--- config.mk ---
export PLATFORM = sky130hd
export DESIGN_NAME = escape_sequence_unescaper_flat
export DESIGN_NICKNAME = d
export VERILOG_FILES = /design/src/design/esu_pkg.sv /design/src/design/esu_stream_if.sv /design/src/design/escape_sequence_unescaper.sv /design/src/design/esu_front.sv /design/src/design/esu_fifo.sv /design/src/design/esu_back.sv /design/src/flat_wrapper.sv
export SDC_FILE = /design/constraint.sdc
export NUM_CORES = 1
export LEC_CHECK = 0
export BUFFER_PORTS_ARGS = -buffer_cell sky130_fd_sc_hd__buf_2
export CORE_UTILIZATION = 55
export DETAILED_ROUTE_END_ITERATION = 10
export PLACE_DENSITY = 0.69
export SKIP_CTS_REPAIR_TIMING = 1
export SYNTH_ARGS = -nofsm -noshare
export SYNTH_HDL_FRONTEND = slang
export SYNTH_HIERARCHICAL = 1
export SYNTH_SLANG_ARGS = --single-unit
--- constraint.sdc ---
create_clock -name i_clk -period 12.4 [get_ports i_clk]
set_clock_uncertainty 0.15 [all_clocks]
set_input_delay 0 -clock i_clk [delete_from_list [all_inputs] [get_ports i_clk]]
set_output_delay 0 -clock i_clk [all_outputs]
set_load 0.02 [all_outputs]
--- src/design/esu_pkg.sv ---
// Shared types and sizes of the escape sequence unescaper.
package esu_pkg;

    localparam int ESU_MAX_RES = 3;
    localparam int ESU_QDEPTH  = 4;
    localparam int ESU_QPTR_W  = $clog2(ESU_QDEPTH);
    localparam int ESU_QCNT_W  = $clog2(ESU_QDEPTH + 1);

    // Decoded bytes caused by one input beat.
    typedef struct packed {
        logic [ESU_MAX_RES-1:0][7:0] bytes;
        logic [1:0]                  last;   // index of the final byte in the group
        logic                        fin;    // group closes the string
    } t_entry;

    // Write side of the queue, driven by the front end.
    typedef struct packed {
        logic   push;
        t_entry entry;
    } t_q_wr;

    // Read side of the queue, seen by the back end.
    typedef struct packed {
        logic   empty;
        t_entry head;
    } t_q_rd;

endpackage

--- src/design/esu_stream_if.sv ---
// Stream interfaces for the raw input bytes and the decoded output bytes.
interface esu_in_if;
    logic       valid;
    logic       ready;
    logic [7:0] in_byte;
    logic       in_final;

    modport source (output valid, output in_byte, output in_final, input ready);
    modport sink   (input valid, input in_byte, input in_final, output ready);
endinterface

interface esu_out_if;
    logic       valid;
    logic       ready;
    logic [7:0] out_byte;
    logic       out_run_last;
    logic       out_string_end;

    modport source (output valid, output out_byte, output out_run_last,
                    output out_string_end, input ready);
    modport sink   (input valid, input out_byte, input out_run_last,
                    input out_string_end, output ready);
endinterface

--- src/design/escape_sequence_unescaper.sv ---
// Top level of the escape sequence unescaper.
//
//   channel  dir  beat
//   i_in     in   one raw byte of the string, in_final on its last byte
//   o_out    out  one decoded byte, run-last and string-end flags
//
// One raw byte is accepted per cycle while the four-group queue has room.
// The back end gives one decoded byte per cycle while its output is taken,
// so a byte that expands to two or three results takes that many beats; the
// queue fills and the input stalls when expansions run on or the output is
// held off. An accepted byte is written to the queue and then to the output
// register. Synchronous active-low reset returns the decoder to normal mode
// and empties the queue and the output register.
module escape_sequence_unescaper (
    input  logic      i_clk,
    input  logic      i_rst_n,
    esu_in_if.sink    i_in,
    esu_out_if.source o_out
);

    esu_pkg::t_q_wr q_wr;
    esu_pkg::t_q_rd q_rd;
    logic           q_full;
    logic           q_pop;

    esu_front u_front (
        .i_clk    (i_clk),
        .i_rst_n  (i_rst_n),
        .i_in     (i_in),
        .i_q_full (q_full),
        .o_q_wr   (q_wr)
    );

    esu_fifo u_fifo (
        .i_clk   (i_clk),
        .i_rst_n (i_rst_n),
        .i_q_wr  (q_wr),
        .i_pop   (q_pop),
        .o_full  (q_full),
        .o_q_rd  (q_rd)
    );

    esu_back u_back (
        .i_clk   (i_clk),
        .i_rst_n (i_rst_n),
        .i_q_rd  (q_rd),
        .o_pop   (q_pop),
        .o_out   (o_out)
    );

endmodule

--- src/design/esu_front.sv ---
// Front end: accepts raw bytes, tracks the escape state, groups decoded bytes.
module esu_front (
    input  logic          i_clk,
    input  logic          i_rst_n,
    esu_in_if.sink        i_in,
    input  logic          i_q_full,
    output esu_pkg::t_q_wr o_q_wr
);

    typedef enum logic [3:0] {
        MODE_NORMAL = 4'b0001,
        MODE_ESC    = 4'b0010,
        MODE_HEX    = 4'b0100,
        MODE_OCT    = 4'b1000
    } t_mode;

    localparam logic [7:0] CH_BSLASH = 8'h5C;
    localparam logic [7:0] CH_X      = 8'h78;
    localparam logic [7:0] CH_ZERO   = 8'h30;
    localparam logic [7:0] CH_SEVEN  = 8'h37;
    localparam logic [7:0] CH_N      = 8'h6E;
    localparam logic [7:0] CH_R      = 8'h72;
    localparam logic [7:0] CH_F      = 8'h66;
    localparam logic [7:0] CH_B      = 8'h62;
    localparam logic [7:0] CODE_LF   = 8'h0A;
    localparam logic [7:0] CODE_CR   = 8'h0D;
    localparam logic [7:0] CODE_FF   = 8'h0C;
    localparam logic [7:0] CODE_BS   = 8'h08;

    // Bit 4 flags a hex digit, bits 3:0 give its value.
    function automatic logic [4:0] hex_value(input logic [7:0] c);
        logic [4:0] r;
        r = 5'd0;
        if (c >= 8'h30 && c <= 8'h39) begin
            r = {1'b1, 4'(c - 8'h30)};
        end else if (c >= 8'h61 && c <= 8'h66) begin
            r = {1'b1, 4'(c - 8'h57)};
        end else if (c >= 8'h41 && c <= 8'h46) begin
            r = {1'b1, 4'(c - 8'h37)};
        end
        return r;
    endfunction

    t_mode      r_mode, n_mode;
    logic [7:0] r_val,  n_val;
    logic [1:0] r_cnt,  n_cnt;

    logic                                      accept;
    logic [2:0]                                k;
    logic [esu_pkg::ESU_MAX_RES-1:0][7:0]      res;
    logic                                      do_plain;
    logic [4:0]                                hx;
    logic [7:0]                                c;

    assign i_in.ready = !i_q_full;
    assign accept     = i_in.valid && !i_q_full;
    assign c          = i_in.in_byte;

    always_comb begin
        n_mode   = r_mode;
        n_val    = r_val;
        n_cnt    = r_cnt;
        k        = 3'd0;
        res      = '0;
        do_plain = 1'b0;
        hx       = hex_value(c);

        unique case (r_mode)
            MODE_ESC: begin
                n_mode = MODE_NORMAL;
                unique case (c)
                    CH_N: begin res[k[1:0]] = CODE_LF; k = k + 3'd1; end
                    CH_R: begin res[k[1:0]] = CODE_CR; k = k + 3'd1; end
                    CH_F: begin res[k[1:0]] = CODE_FF; k = k + 3'd1; end
                    CH_B: begin res[k[1:0]] = CODE_BS; k = k + 3'd1; end
                    CH_X: begin
                        n_mode = MODE_HEX;
                        n_val  = 8'd0;
                        n_cnt  = 2'd0;
                    end
                    CH_ZERO: begin
                        n_mode = MODE_OCT;
                        n_val  = 8'd0;
                        n_cnt  = 2'd0;
                    end
                    CH_BSLASH: begin
                        res[k[1:0]] = CH_BSLASH; k = k + 3'd1;
                        res[k[1:0]] = CH_BSLASH; k = k + 3'd1;
                    end
                    default: begin res[k[1:0]] = c; k = k + 3'd1; end
                endcase
            end
            MODE_HEX: begin
                if (hx[4]) begin
                    n_val = {r_val[3:0], hx[3:0]};
                    n_cnt = r_cnt + 2'd1;
                    if (n_cnt >= 2'd2) begin
                        res[k[1:0]] = n_val; k = k + 3'd1;
                        n_mode = MODE_NORMAL;
                        n_val  = 8'd0;
                        n_cnt  = 2'd0;
                    end
                end else begin
                    if (r_cnt == 2'd0) begin
                        res[k[1:0]] = CH_BSLASH; k = k + 3'd1;
                        res[k[1:0]] = CH_X;      k = k + 3'd1;
                    end else begin
                        res[k[1:0]] = r_val; k = k + 3'd1;
                    end
                    n_mode   = MODE_NORMAL;
                    n_val    = 8'd0;
                    n_cnt    = 2'd0;
                    do_plain = 1'b1;
                end
            end
            MODE_OCT: begin
                if (c >= CH_ZERO && c <= CH_SEVEN) begin
                    n_val = {r_val[4:0], c[2:0]};
                    n_cnt = r_cnt + 2'd1;
                    if (n_cnt >= 2'd3) begin
                        res[k[1:0]] = n_val; k = k + 3'd1;
                        n_mode = MODE_NORMAL;
                        n_val  = 8'd0;
                        n_cnt  = 2'd0;
                    end
                end else begin
                    res[k[1:0]] = r_val; k = k + 3'd1;
                    n_mode   = MODE_NORMAL;
                    n_val    = 8'd0;
                    n_cnt    = 2'd0;
                    do_plain = 1'b1;
                end
            end
            default: begin
                n_mode   = MODE_NORMAL;
                do_plain = 1'b1;
            end
        endcase

        // Byte that ended a digit run, or a byte in normal mode.
        if (do_plain) begin
            if (c == CH_BSLASH) begin
                n_mode = MODE_ESC;
            end else begin
                res[k[1:0]] = c; k = k + 3'd1;
            end
        end

        // Flush whatever escape is still open at the end of the string.
        if (i_in.in_final) begin
            priority case (n_mode)
                MODE_ESC: begin res[k[1:0]] = CH_BSLASH; k = k + 3'd1; end
                MODE_HEX: begin
                    if (n_cnt == 2'd0) begin
                        res[k[1:0]] = CH_BSLASH; k = k + 3'd1;
                        res[k[1:0]] = CH_X;      k = k + 3'd1;
                    end else begin
                        res[k[1:0]] = n_val; k = k + 3'd1;
                    end
                end
                MODE_OCT: begin res[k[1:0]] = n_val; k = k + 3'd1; end
                default: ;
            endcase
            n_mode = MODE_NORMAL;
            n_val  = 8'd0;
            n_cnt  = 2'd0;
        end
    end

    always_comb begin
        o_q_wr.push        = accept && (k != 3'd0);
        o_q_wr.entry.bytes = res;
        o_q_wr.entry.last  = 2'(k - 3'd1);
        o_q_wr.entry.fin   = i_in.in_final;
    end

    always_ff @(posedge i_clk) begin
        if (!i_rst_n) begin
            r_mode <= MODE_NORMAL;
            r_val  <= 8'd0;
            r_cnt  <= 2'd0;
        end else if (accept) begin
            r_mode <= n_mode;
            r_val  <= n_val;
            r_cnt  <= n_cnt;
        end
    end

endmodule

--- src/design/esu_fifo.sv ---
// Short queue of decoded byte groups between the front and back ends.
module esu_fifo (
    input  logic           i_clk,
    input  logic           i_rst_n,
    input  esu_pkg::t_q_wr i_q_wr,
    input  logic           i_pop,
    output logic           o_full,
    output esu_pkg::t_q_rd o_q_rd
);

    esu_pkg::t_entry                 r_mem [esu_pkg::ESU_QDEPTH];
    logic [esu_pkg::ESU_QPTR_W-1:0]  r_wr_ptr, r_rd_ptr;
    logic [esu_pkg::ESU_QCNT_W-1:0]  r_count;
    logic                            do_push, do_pop;

    assign o_full        = (r_count == esu_pkg::ESU_QCNT_W'(esu_pkg::ESU_QDEPTH));
    assign o_q_rd.empty  = (r_count == '0);
    assign o_q_rd.head   = r_mem[r_rd_ptr];
    assign do_push       = i_q_wr.push && !o_full;
    assign do_pop        = i_pop && !o_q_rd.empty;

    always_ff @(posedge i_clk) begin
        if (do_push) begin
            r_mem[r_wr_ptr] <= i_q_wr.entry;
        end
    end

    always_ff @(posedge i_clk) begin
        if (!i_rst_n) begin
            r_wr_ptr <= '0;
            r_rd_ptr <= '0;
            r_count  <= '0;
        end else begin
            if (do_push) begin
                r_wr_ptr <= r_wr_ptr + 1'b1;
            end
            if (do_pop) begin
                r_rd_ptr <= r_rd_ptr + 1'b1;
            end
            unique case ({do_push, do_pop})
                2'b10:   r_count <= r_count + 1'b1;
                2'b01:   r_count <= r_count - 1'b1;
                default: r_count <= r_count;
            endcase
        end
    end

endmodule

--- src/design/esu_back.sv ---
// Back end: unpacks each queued group into single output beats.
module esu_back (
    input  logic           i_clk,
    input  logic           i_rst_n,
    input  esu_pkg::t_q_rd i_q_rd,
    output logic           o_pop,
    esu_out_if.source      o_out
);

    logic       r_valid;
    logic [7:0] r_byte;
    logic       r_run_last;
    logic       r_end;
    logic [1:0] r_idx;

    logic       load;
    logic       take;
    logic       at_last;

    assign load    = !r_valid || o_out.ready;
    assign take    = load && !i_q_rd.empty;
    assign at_last = (r_idx == i_q_rd.head.last);
    assign o_pop   = take && at_last;

    assign o_out.valid          = r_valid;
    assign o_out.out_byte       = r_byte;
    assign o_out.out_run_last   = r_run_last;
    assign o_out.out_string_end = r_end;

    // Output register: refill when it is empty or its current beat is taken.
    always_ff @(posedge i_clk) begin
        if (take) begin
            r_byte     <= i_q_rd.head.bytes[r_idx];
            r_run_last <= at_last;
            r_end      <= at_last && i_q_rd.head.fin;
        end
    end

    always_ff @(posedge i_clk) begin
        if (!i_rst_n) begin
            r_valid <= 1'b0;
            r_idx   <= 2'd0;
        end else if (load) begin
            r_valid <= !i_q_rd.empty;
            if (take) begin
                r_idx <= at_last ? 2'd0 : r_idx + 2'd1;
            end
        end
    end

endmodule

--- src/flat_wrapper.sv ---
// flat-port wrapper written by rule: the top's interface ports become plain ports
module escape_sequence_unescaper_flat 
  (i_clk, i_rst_n, i_in_valid, i_in_in_byte, i_in_in_final, i_in_ready, o_out_valid, o_out_out_byte, o_out_out_run_last, o_out_out_string_end, o_out_ready);
  esu_in_if i_in_i ();
  esu_out_if o_out_i ();
  input  logic i_clk;
  input  logic i_rst_n;
  input wire logic [$bits(i_in_i.valid)-1:0] i_in_valid;
  input wire logic [$bits(i_in_i.in_byte)-1:0] i_in_in_byte;
  input wire logic [$bits(i_in_i.in_final)-1:0] i_in_in_final;
  output wire logic [$bits(i_in_i.ready)-1:0] i_in_ready;
  output wire logic [$bits(o_out_i.valid)-1:0] o_out_valid;
  output wire logic [$bits(o_out_i.out_byte)-1:0] o_out_out_byte;
  output wire logic [$bits(o_out_i.out_run_last)-1:0] o_out_out_run_last;
  output wire logic [$bits(o_out_i.out_string_end)-1:0] o_out_out_string_end;
  input wire logic [$bits(o_out_i.ready)-1:0] o_out_ready;
  assign i_in_i.valid = i_in_valid;
  assign i_in_i.in_byte = i_in_in_byte;
  assign i_in_i.in_final = i_in_in_final;
  assign i_in_ready = i_in_i.ready;
  assign o_out_valid = o_out_i.valid;
  assign o_out_out_byte = o_out_i.out_byte;
  assign o_out_out_run_last = o_out_i.out_run_last;
  assign o_out_out_string_end = o_out_i.out_string_end;
  assign o_out_i.ready = o_out_ready;
  escape_sequence_unescaper u_core (.i_clk(i_clk), .i_rst_n(i_rst_n), .i_in(i_in_i), .o_out(o_out_i));
endmodule
# ---- Word-level counts from Yosys, hierarchy flattened
# Memories as Yosys holds them, arrays and structs flattened. A register that Yosys moved wholly into a read port is not among the register bits.
# Cells that the tools add are included.
dict set report op_classes {
  addsub 13
  order_cmp 16
  eq_ne 17
  mux 73
  bitwise_logic 6
  reduce_logical 26
}
# cell count
set op_table {}
lappend op_table {{8-bit 2-to-1 mux} 16}
lappend op_table {{24-bit 2-to-1 mux} 4}
lappend op_table {{24-bit case mux with 3 select lines} 1}
lappend op_table {{24-bit bitwise mux} 2}
lappend op_table {{8-bit demux with 2-bit select} 3}
lappend op_table {{8-bit by 7-bit equality test with 1-bit output (second input constant)} 6}
lappend op_table {{8-bit case mux with 3 select lines} 2}
lappend op_table {{8-bit case mux with 6 select lines} 1}
lappend op_table {{4-bit 2-to-1 mux} 7}
lappend op_table {{12-bit bitwise AND} 2}
lappend op_table {{12-bit inverter} 2}
lappend op_table {{12-bit bitwise OR} 2}
lappend op_table {{2-bit 2-to-1 mux} 10}
lappend op_table {{3-bit 2-to-1 mux} 6}
lappend op_table {{8-bit binary-select mux with 2-bit select} 1}
lappend op_table {{8-bit by 7-bit >= comparator with 1-bit output (second input constant)} 2}
lappend op_table {{8-bit by 6-bit <= comparator with 1-bit output (second input constant)} 2}
lappend op_table {{8-bit by 7-bit <= comparator with 1-bit output (second input constant)} 2}
lappend op_table {{8-bit case mux with 2 select lines} 1}
lappend op_table {{5-bit 2-to-1 mux} 3}
lappend op_table {{1-bit logical AND} 14}
lappend op_table {{7-bit 2-to-1 mux} 2}
lappend op_table {{3-bit by 1-bit adder with 3-bit output (second input constant)} 4}
lappend op_table {{2-bit by 3-bit < comparator with 1-bit output (second input constant)} 4}
lappend op_table {{other kinds (32)} 52}
dict set report totals {
  regBits 34
  ram_bits 108
  in_bits 13
  output_inout_bits 12
  word_cells 163
  n_memories 1
}
# name depth width read_ports rd_ports_with_merged_regs write_ports line_no
set mem_list {}
lappend mem_list {u_core.u_fifo.r_mem 4 27 1 1 1 esu_fifo.sv:11} ;# esu_pkg::t_entry r_mem [esu_pkg::ESU_QDEPTH];

# ---- Depth between registers and ports, before layout
# Gate-level depths: netlist (run 1).
dict set report logic_depth {
  word_depth 20
  mapped_depth 27
  depth_no_buf 25
}

# ---- Modules after synthesis
# The synthesis (run 1) kept the hierarchy.
# module instances cells_each area_each_um2 seq_area_each_um2
set by_module_without_submodules {}
lappend by_module_without_submodules {esu_fifo 1 195 4411.7 3423.3}
lappend by_module_without_submodules {esu_front 1 384 2795.2 280.3}
lappend by_module_without_submodules {esu_back 1 62 678.2 360.3}

# ---- Least setup slack after synthesis (run 1)
# OpenSTA, ideal clock, no wires.
dict set report synth_timing {
  kind {input port to flip-flop}
  startpoint {input i_in_in_byte[1]}
  endpoint {memory u_core/u_fifo/r_mem[0][0] in the netlist's numbering (enable)}
  setup_ns 0.386
  t_arrival_ns 4.618
  t_required_ns 11.864
  slack_ns 7.245
  stages 21
  path_buffers 3
  cell_sequence {clkbuf_1 > inv_1 > ha_1 > or4b_1 > nor3_2 > a2111o_4 > nand2_2 > o21ai_1 > a221oi_4 > ha_1 > mux2i_1 > ha_1 > clkbuf_1 > nor2_1 > a21boi_1 > o31ai_1 > ha_1 > a31oi_1 > nor2b_1 > buf_2 > and2_1}
}
# element line_no
set synth_lines {}
lappend synth_lines {{start: declaration} flat_wrapper.sv:9} ;# input wire logic [$bits(i_in_i.in_byte)-1:0] i_in_in_byte;
lappend synth_lines {{end: declaration} esu_fifo.sv:11}

==> results of run 1 <==
## kinds of logic (layout without fill, tap and decap cells)
kind of cell / after synthesis / count (layout)
adders and majority gates: 25 / 25
xor gates and xnor gates: 8 / 8
muxes: 44 / 44
AOI/OAI and AO/OA: 179 / 179
and+or+nand+nor: 178 / 178
buffers and inverters: 63 / 95
DFF: 144 / 144
## layer usage
metal | vias to the layer above | global-route usage, % | share of wire, %
li1 | 2514 | - | -
met4 | 0 | 12.6 | 3.4
met2 | 204 | 50.2 | 50
met3 | 46 | 5.66 | 4.5
met1 | 2795 | 37.1 | 42
met5 | - | 0 | 0
## layout make-up
class | count | area share, %
clock buffer | 23 | 5.39
clock inverter | 9 | 0.980
inverter | 27 | 1.17
multi-input combinational | 434 | 40.5
sequential | 144 | 46.8
tap | 180 | 2.59
timing repair buffer | 36 | 2.54
## worst max-delay path: cells and delay by family (launching register included)
family / cells / cell delay (ps)
DFF: 1 / 450
adders and majority gates: 4 / 1140
xor gates and xnor gates: 1 / 70
muxes: 1 / 500
AOI/OAI and AO/OA: 6 / 1080
and+or+nand+nor: 5 / 2010
buffers and inverters: 2 / 130
## metrics by stage
step                cell area (um^2)  setup slack [ps]  hold WS, ps  cells  util [%]
floorplan                       7890              7250        -32.2    641         -
global placement                8090              6890          224    817      58.1
detailed placement              8090              6650          236    817      58.1
CTS                             8640              6820         -199    849      62.0
global route                    8680              6320         44.5    853      62.3
finish                          8680              6780         26.2    853      62.3
## cell usage after synthesis (all sizes together) (3+ instances only)
cell and count:
nand3 12, xor2 3, a21oi 30, nor2b 20, nor2 33, xnor2 5
mux4 27, nor3 11, and3 3, buf 14, nor3b 4, nand2b 5
nand4 7, a22oi 26, o21a 3, mux2i 17, nand2 52, clkbuf 22
a31oi 8, a32oi 3, or3 5, o22ai 4, a21o 8, dfxtp 26
edfxtp 118, or4b 3, a211oi 5, ha 24, and2 12, o21ai 41
o211ai 5, a21boi 6, o31ai 4, inv 27, a221oi 3
## power breakdown
part / switching (mW) / internal, mW
registers: 0.0312 / 0.592
logic: 0.138 / 0.0928
clock network: 0.187 / 0.286
total: 0.356 / 0.971
## final timing paths
check                           depth (start not counted)                                     to  slack [ps]                                    from
worst max register to register                         19  u_core/u_fifo/r_count[2]$_SDFFE_PN0P_        6780   u_core/u_front/r_mode[3]$_SDFFE_PN0P_
worst min-delay path                                    3   u_core/u_fifo/r_mem[2][19]$_DFFE_PP_          30                         i_in_in_byte[0]
worst min register to register                          2                                   flop         340  u_core/u_fifo/r_rd_ptr[0]$_SDFFE_PN0P_
worst max-delay path                                   19  u_core/u_fifo/r_count[2]$_SDFFE_PN0P_        6780   u_core/u_front/r_mode[3]$_SDFFE_PN0P_
## registers in the layout (all words and copies together) (netlist names), named ones only
| name | count |
|---|---|
| u_core/u_fifo/r_count | 3 |
| u_core/u_back/o_out.valid | 1 |
| u_core/u_fifo/r_mem | 108 |
| u_core/u_back/r_idx | 2 |
| u_core/u_back/o_out.out_run_last | 1 |
| u_core/u_fifo/r_wr_ptr | 2 |
| u_core/u_front/r_cnt | 2 |
| u_core/u_fifo/r_rd_ptr | 2 |
| u_core/u_back/o_out.out_byte | 8 |
| u_core/u_front/r_val | 8 |
| u_core/u_front/r_mode | 4 |
| u_core/u_back/o_out.out_string_end | 1 |
==> results.yml, run 1 <==
outcome:
  status: "completed"
clock_network:
  cts_max_level: 4
  numCtsBuffers: 17
  clock_latency_ps: 420
  root_buffer: "clkbuf_16"
  clock_path_buffers: 2
  cts.sinks: 144
  cts_tree: "done"
  clkSlewWorstSetupHoldPaths_ps: 60
critical_path:
  cp-start-kind: "flop"
  cp_cell_sequence: "or4b_1, nor2_1, a31oi_2, a21oi_2, mux2i_1, ha_1, nor2_1, a21boi_1, o31ai_1, ha_1, a31oi_1, nor2b_1, inv_2, ha_1, inv_1, fa_1, xor2_1, or3_1, a21boi_1"
  crit_fanout: 14
  critical_path_arrival_ps: 5820
  cp.required_ps: 12600
  slowest_stage: "or4b_1"
  path_common_cell: "ha_1"
  path_class: "flop to flop"
  critical_path.max_stage_delay_ps: 600
  end_kind: "flop"
yosys:
  muxShareOfSynthArea_pct: 9.87
  synth_xor_area_share_pct: 0.889
  postSynth.asyncResetShare_pct: 0
  ys_seq_elements: 144
  syn_area_um2: 7890
  ys_top_cells_by_area: "edfxtp_1 45%, mux4_2 7.7%, dfxtp_1 6.6%"
  synth_flop_cell: "edfxtp_1"
  synth_compound_area_share_pct: 17.2
  syn_area_per_cell_um2: 12.3
  synth_top_family_by_area: "compound AO/OA/AOI/OAI gates"
  synth_warnings: 6
  yosys.area.top_type: "edfxtp_1"
  ys_seq_area_share_pct: 51.5
  synth_fa_ha_area_share_pct: 4.06
  synth_edf_count: 118
  ys_types: 90
  yosys.area.top_type_share_pct: 44.9
  syn_nets: 679
  synth-simple-area-share_pct: 12.5
  netlist_instances: 641
cells_and_area:
  drive_gt1_share_pct: 19.2
  antennaDiodeCount: 0
  most-common-layout-cells: "118 x edfxtp_1, 51 x nand2_1, 32 x nor2_1"
  multiInputGateArea_um2: 3520
  final_common_cell: "edfxtp_1"
  regArea_um2: 4070
  n_fill_cell: 1069
  syn2layout_area_growth_pct: 10.1
  final_nets: 698
timing:
  relSlewSlack_pct: 33.3
  fin_crit_ps: 5620
  setup-tns-final_ps: 0
  maxSlewViolCount: 0
  fmax_ghz: 0.178
  rsz0062_at_grt: "false"
  min_period_over_period_pct: 45.3
  worstMarginPinSlew_ps: 1000
  setup_viol: 0
  timing_hold_violations_final: 0
floorplanning:
  start_util_pct: 56.6
  core_um2: 13900
  io_pins: 25
  die_x_um: 122
  rows: 43
  die_height_um: 122
  dieArea_um2: 14800
global_routing:
  antenna_found_initial: 0
  gr-total-overflow: 0
  grt_max_degree: 30
  grt_pass1_vias: 5487
  grt_pass1_wl_mm: 31.9
  track_usage_pct: 29.7
drt:
  avgViaCountPerCell: 6.52
  drt-pass1-iter-count: 5
  initialDrtViolationCount: 600
  ant_nets: 0
  via_count: 5559
  finalWirelength_mm: 20.4
  drc: 0
  wire_per_inst_um: 23.9
power:
  power_density_nw_per_um2: 153
  p_leak_nw: 2.97
  ir_drop_v: 0.0000839
  total_power_mw: 1.33
place:
  port_buffers: 24
  hpwl_mm: 14.8
  gp_congestion: 0.979
worst_hold_path:
  hp-class: "primary input to flop"
run:
  drv_cap: 0
No activity file was read; power rests on OpenSTA's default activity.
==> run 2, diff against run 1 <==
--- a/config.mk
+++ b/config.mk
@@ -5,10 +5,11 @@
 export SDC_FILE = /design/constraint.sdc
 export NUM_CORES = 1
 export LEC_CHECK = 0
+export ABC_AREA = 1
 export BUFFER_PORTS_ARGS = -buffer_cell sky130_fd_sc_hd__buf_2
 export CORE_UTILIZATION = 55
 export DETAILED_ROUTE_END_ITERATION = 10
-export PLACE_DENSITY = 0.69
+export PLACE_DENSITY = 0.72
 export SKIP_CTS_REPAIR_TIMING = 1
 export SYNTH_ARGS = -nofsm -noshare
 export SYNTH_HDL_FRONTEND = slang
==> constraint.sdc (replaced) <==
create_clock -name i_clk -period 5 [get_ports i_clk]
set_clock_uncertainty 0.15 [all_clocks]
set_input_delay 0 -clock i_clk [delete_from_list [all_inputs] [get_ports i_clk]]
set_output_delay 0 -clock i_clk [all_outputs]
set_load 0.02 [all_outputs]
==> results.yml, run 2 <==
outcome:
  status: "completed"
yosys:
  syn_nets: 968
  ys_seq_area_share_pct: 49.8
  syn_area_per_cell_um2: 8.77
  ys_seq_elements: 144
  synth_most_common_cell: "nand2_1"
  syn_area_um2: 8160
  yosys.area.top_type: "edfxtp_1"
  ys_top_cells_by_area: "edfxtp_1 43%, nand2_1 7.8%, dfxtp_1 6.4%"
  ys_types: 45
  synth_common_cells: "169 x nand2_1, 118 x edfxtp_1, 112 x nor2_1"
  synth_warnings: 6
  yosys.area.top_type_share_pct: 43.4
  netlist_instances: 930
  synth_flop_cell: "edfxtp_1"
  postSynth.asyncResetShare_pct: 0
  synth_edf_count: 118
floorplanning:
  io_pins: 25
  die_x_um: 124
  core_um2: 14500
  dieArea_um2: 15300
  rows: 44
  start_util_pct: 56.4
  die_height_um: 124
timing:
  setup_viol: 0
  timing_hold_violations_final: 0
  maxSlewViolCount: 0
  hold_ws_ps: 10.9
  fmax_ghz: 0.217
  fin_crit_ps: 4610
  fin_ws_ps: 394
  min_period_over_period_pct: 92.1
  relSlewSlack_pct: 44.9
  worstMarginPinSlew_ps: 824
  rsz0062_at_grt: "false"
global_routing:
  gr-total-overflow: 0
  grt_max_degree: 55
  grt_pass1_wl_mm: 33.4
  track_usage_pct: 29.7
  grt_pass1_vias: 6328
  antenna_found_initial: 0
clock_network:
  cts_tree: "done"
  cts_max_level: 4
  clock_latency_ps: 420
  clkSlewWorstSetupHoldPaths_ps: 60
  numCtsBuffers: 17
  root_buffer: "clkbuf_16"
  clock_path_buffers: 2
  cts.sinks: 144
place:
  dp_slack_ps: 54.3
  port_buffers: 24
  post-place-cells: 1124
  gp_congestion: 1.03
  hpwl_mm: 15.2
cells_and_area:
  regArea_um2: 4070
  largest_reg_flops: 108
  final_cells: 1159
  final_core_util_pct: 62.5
  final_nets: 1000
  most-common-layout-cells: "169 x nand2_1, 118 x edfxtp_1, 106 x nor2_1"
  max_flop_register: "u_core/u_fifo/r_mem"
  antennaDiodeCount: 0
  final_common_cell: "nand2_1"
  multiInputGateArea_um2: 3430
  drive_gt1_share_pct: 15.7
  n_fill_cell: 1245
  syn2layout_area_growth_pct: 11.0
critical_path:
  cp.required_ps: 5160
  path_common_cell: "inv_1"
  critical_path.max_stage_delay_ps: 420
  slowest_stage: "dfxtp_1"
  path_class: "flop to flop"
  end_kind: "flop"
  cp-start-kind: "flop"
  critical_path_arrival_ps: 4770
  rrSetupSlack_ps: 390
  crit_fanout: 7
power:
  ir_drop_v: 0.000213
  p_leak_nw: 3.69
  power_density_nw_per_um2: 392
drt:
  via_count: 6822
  wire_per_inst_um: 18.7
  ant_nets: 0
  drt-pass1-iter-count: 5
  finalWirelength_mm: 21.7
  initialDrtViolationCount: 710
  drc: 0
  avgViaCountPerCell: 5.89
worst_hold_path:
  hp-class: "primary input to flop"
run:
  drv_cap: 0
-- run 2: changes by cell type after synthesis, sizes merged, moves of 8 or more --
cell    change
o21ai      +77
mux2i      -17
nand2     +148
nand3      +40
inv        +89
and2       -12
nor2b      -20
nor2       +91
buf        +11
o22ai      +27
a22oi      -21
mux4       -27
a21o        -8
clkbuf     -18
-- run 2: report_power, final --
| group | switching (mW) | total [mW] | internal (mW) | leakage [nW] |
|---|---|---|---|---|
| sequential | 0.0944 | 1.57 | 1.47 | 1.32 |
| clock | 0.487 | 1.22 | 0.735 | 0.271 |
| combinational | 0.527 | 0.756 | 0.229 | 2.10 |
-- run 2: final timing paths --
check,from,cells past startpoint,endpoint
setup / recovery,u_core/u_front/r_mode[1]$_SDFFE_PN0P_,30,u_core/u_fifo/r_count[2]$_SDFFE_PN0P_
hold / removal,i_in_in_byte[5],3,u_core/u_fifo/r_mem[3][24]$_DFFE_PP_
setup reg to reg,u_core/u_front/r_mode[1]$_SDFFE_PN0P_,30,u_core/u_fifo/r_count[2]$_SDFFE_PN0P_
hold reg to reg,u_core/u_front/r_val[4]$_SDFFE_PN0P_,2,u_core/u_front/r_val[4]$_SDFFE_PN0P_
-- run 2: cell type report --
| type | instances | share of cell area [%] |
|---|---|---|
| multi-input combinational | 640 | 37.8 |
| sequential | 144 | 44.9 |
| clock inverter | 13 | 1.52 |
| tap | 184 | 2.54 |
| inverter | 117 | 4.99 |
| clock buffer | 19 | 4.78 |
| timing repair buffer | 42 | 3.45 |
-- run 2: per-layer routing --
metal / share of wire (%) / vias to the layer above / GRT usage [%]
met3: 6.8 / 57 / 6.18
met4: 3.4 / 0 / 14.0
met5: 0 / - / 0
li1: - / 3240 / -
met1: 41 / 3194 / 37.2
met2: 49 / 331 / 49.1
-- run 2: stage by stage --
| stage | power, mW | instance area (um^2) | setup TNS [ps] |
|---|---|---|---|
| 6_report | 3.55 | 9060 | 0 |
| 5_1_grt | 3.71 | 9060 | 0 |
| 4_1_cts | 3.56 | 9020 | 0 |
| 3_5_place_dp | 2.35 | 8450 | 0 |
| 3_3_place_gp | 2.33 | 8450 | 0 |
| 2_1_floorplan | 2.14 | 8160 | -6450 |
-- run 2: kinds of logic after synthesis --
| kind of cell | count (synthesis) | synth area share, % |
|---|---|---|
| flops | 144 | 49.8 |
| xor+xnor | 5 | 0.629 |
| fa+ha+maj | 25 | 3.93 |
| compound gates | 214 | 14.8 |
| simple gates | 396 | 22.4 |
| buf+inv | 146 | 8.39 |
-- run 2: worst max-delay path: cells and delay by family, from the launching register on --
family | cells | cell delay, ps
simple gates | 13 | 1290
fa+ha+maj | 5 | 1200
buf+inv | 7 | 740
flops | 1 | 420
compound gates | 5 | 660
==> run 3, diff against run 2 <==
--- a/config.mk
+++ b/config.mk
@@ -9,7 +9,7 @@
 export BUFFER_PORTS_ARGS = -buffer_cell sky130_fd_sc_hd__buf_2
 export CORE_UTILIZATION = 55
 export DETAILED_ROUTE_END_ITERATION = 10
-export PLACE_DENSITY = 0.72
+export PLACE_DENSITY = 0.83
 export SKIP_CTS_REPAIR_TIMING = 1
 export SYNTH_ARGS = -nofsm -noshare
 export SYNTH_HDL_FRONTEND = slang
==> results.yml, run 3 (same netlist as run 2, synthesis figures left out) <==
cells_and_area:
  largest_reg_flops: 108
  final_nets: 1005
  syn2layout_area_growth_pct: 11.8
  n_fill_cell: 1157
  final_common_cell: "nand2_1"
  most-common-layout-cells: "169 x nand2_1, 118 x edfxtp_1, 105 x nor2_1"
  antennaDiodeCount: 0
  max_flop_register: "u_core/u_fifo/r_mem"
  drive_gt1_share_pct: 16.5
timing:
  maxSlewViolCount: 0
  timing_hold_violations_final: 0
  setup-tns-final_ps: 0
  fmax_ghz: 0.215
  relSlewSlack_pct: 21.1
  fin_ws_ps: 358
  min_period_over_period_pct: 92.8
  setup_viol: 0
  hold_ws_ps: 69.3
  rsz0062_at_grt: "false"
  fin_crit_ps: 4640
  worstMarginPinSlew_ps: 1180
floorplanning:
  dieArea_um2: 15300
  io_pins: 25
  start_util_pct: 56.4
  rows: 44
  die_height_um: 124
  core_um2: 14500
  die_x_um: 124
place:
  hpwl_mm: 15.5
  dp_slack_ps: 10.7
  gp_congestion: 1.06
  port_buffers: 24
global_routing:
  track_usage_pct: 30.9
  grt_pass1_vias: 6598
  gr-total-overflow: 0
  grt_max_degree: 55
  antenna_found_initial: 0
  grt_pass1_wl_mm: 34.9
clock_network:
  clock_path_buffers: 2
  root_buffer: "clkbuf_16"
  numCtsBuffers: 17
  clock_latency_ps: 430
  cts_max_level: 4
  clkSlewWorstSetupHoldPaths_ps: 60
  cts.sinks: 144
  cts_tree: "done"
critical_path:
  critical_path_arrival_ps: 4810
  path_buf_inv: 6
  crit_fanout: 8
  cp-start-kind: "flop"
  path_class: "flop to flop"
  critical_path.max_stage_delay_ps: 380
  path_delay_family: "simple AND/OR/NAND/NOR gates"
  cp.required_ps: 5170
  end_kind: "flop"
  slowest_stage: "fa_1"
  path_common_cell: "nand2_1"
drt:
  finalWirelength_mm: 22.4
  initialDrtViolationCount: 977
  drt-pass1-iter-count: 5
  via_count: 7073
  wire_per_inst_um: 19.3
  drc: 0
  ant_nets: 0
  avgViaCountPerCell: 6.08
outcome:
  status: "completed"
power:
  ir_drop_v: 0.000249
  power_density_nw_per_um2: 398
  p_leak_nw: 3.73
  total_power_mw: 3.63
worst_hold_path:
  hp-class: "primary input to flop"
run:
  drv_cap: 0
-- run 3: cell types whose count changed in the layout (fill, tap and decap cells not counted), sizes merged --
cell         before  now
bufinv            2    3
inv             119  121
dlygate4sd3       3    4
clkbuf           19   17
clkinv            6    4
buf              39   43
-- run 3: through the flow --
| stage | util (%) | instances | instance area, um^2 |
|---|---|---|---|
| 4_1_cts | 62.3 | 1153 | 9010 |
| 2_1_floorplan | - | 930 | 8160 |
| 3_3_place_gp | 58.1 | 1122 | 8410 |
| 5_1_grt | 63.0 | 1163 | 9120 |
| 3_5_place_dp | 58.1 | 1122 | 8410 |
| 6_report | 63.0 | 1163 | 9120 |
-- run 3: power breakdown --
| group | internal (mW) | switching (mW) | total (mW) |
|---|---|---|---|
| registers | 1.47 | 0.0870 | 1.56 |
| clock network | 0.790 | 0.509 | 1.30 |
| logic | 0.224 | 0.548 | 0.772 |
| total | 2.49 | 1.14 | 3.63 |
-- run 3: layer usage --
metal	up-vias	global-route usage, %	wire, um	part of all wire (%)
met3	88	6.68	1930	8.6
met1	3325	37.2	8550	38
met4	0	16.2	912	4.1
met2	410	51.9	11000	49
li1	3250	-	-	-
met5	-	0	0	0
-- run 3: final cells by class --
type                       count  area, um^2  share of cell area, %
tap                          184         230                   2.52
clock buffer                  17         425                   4.66
inverter                     117         455                   4.99
multi-input combinational    640        3440                   37.7
sequential                   144        4070                   44.6
timing repair buffer          47         328                   3.59
clock inverter                14         178                   1.95
-- run 3: path summary, 6_finish.rpt --
path | from | to | slack, ps | cells after the start
max reg2reg | u_core/u_front/r_mode[0]$_SDFFE_PN1P_ | u_core/u_fifo/r_count[2]$_SDFFE_PN0P_ | 360 | 27
max | u_core/u_front/r_mode[0]$_SDFFE_PN1P_ | u_core/u_fifo/r_count[2]$_SDFFE_PN0P_ | 360 | 27
min | i_in_in_byte[0] | u_core/u_fifo/r_mem[3][3]$_DFFE_PP_ | 70 | 5
min reg2reg | u_core/u_front/r_val[6]$_SDFFE_PN0P_ | u_core/u_front/r_val[6]$_SDFFE_PN0P_ | 310 | 2
-- run 3: worst reg2reg max path: cells and delay by family (launching register included) --
family	cells	cell delay, ps
xor gates and xnor gates	1	270
and+or+nand+nor	12	1620
DFF	1	320
AOI/OAI and AO/OA	4	540
buffers and inverters	6	670
adders and majority gates	4	970
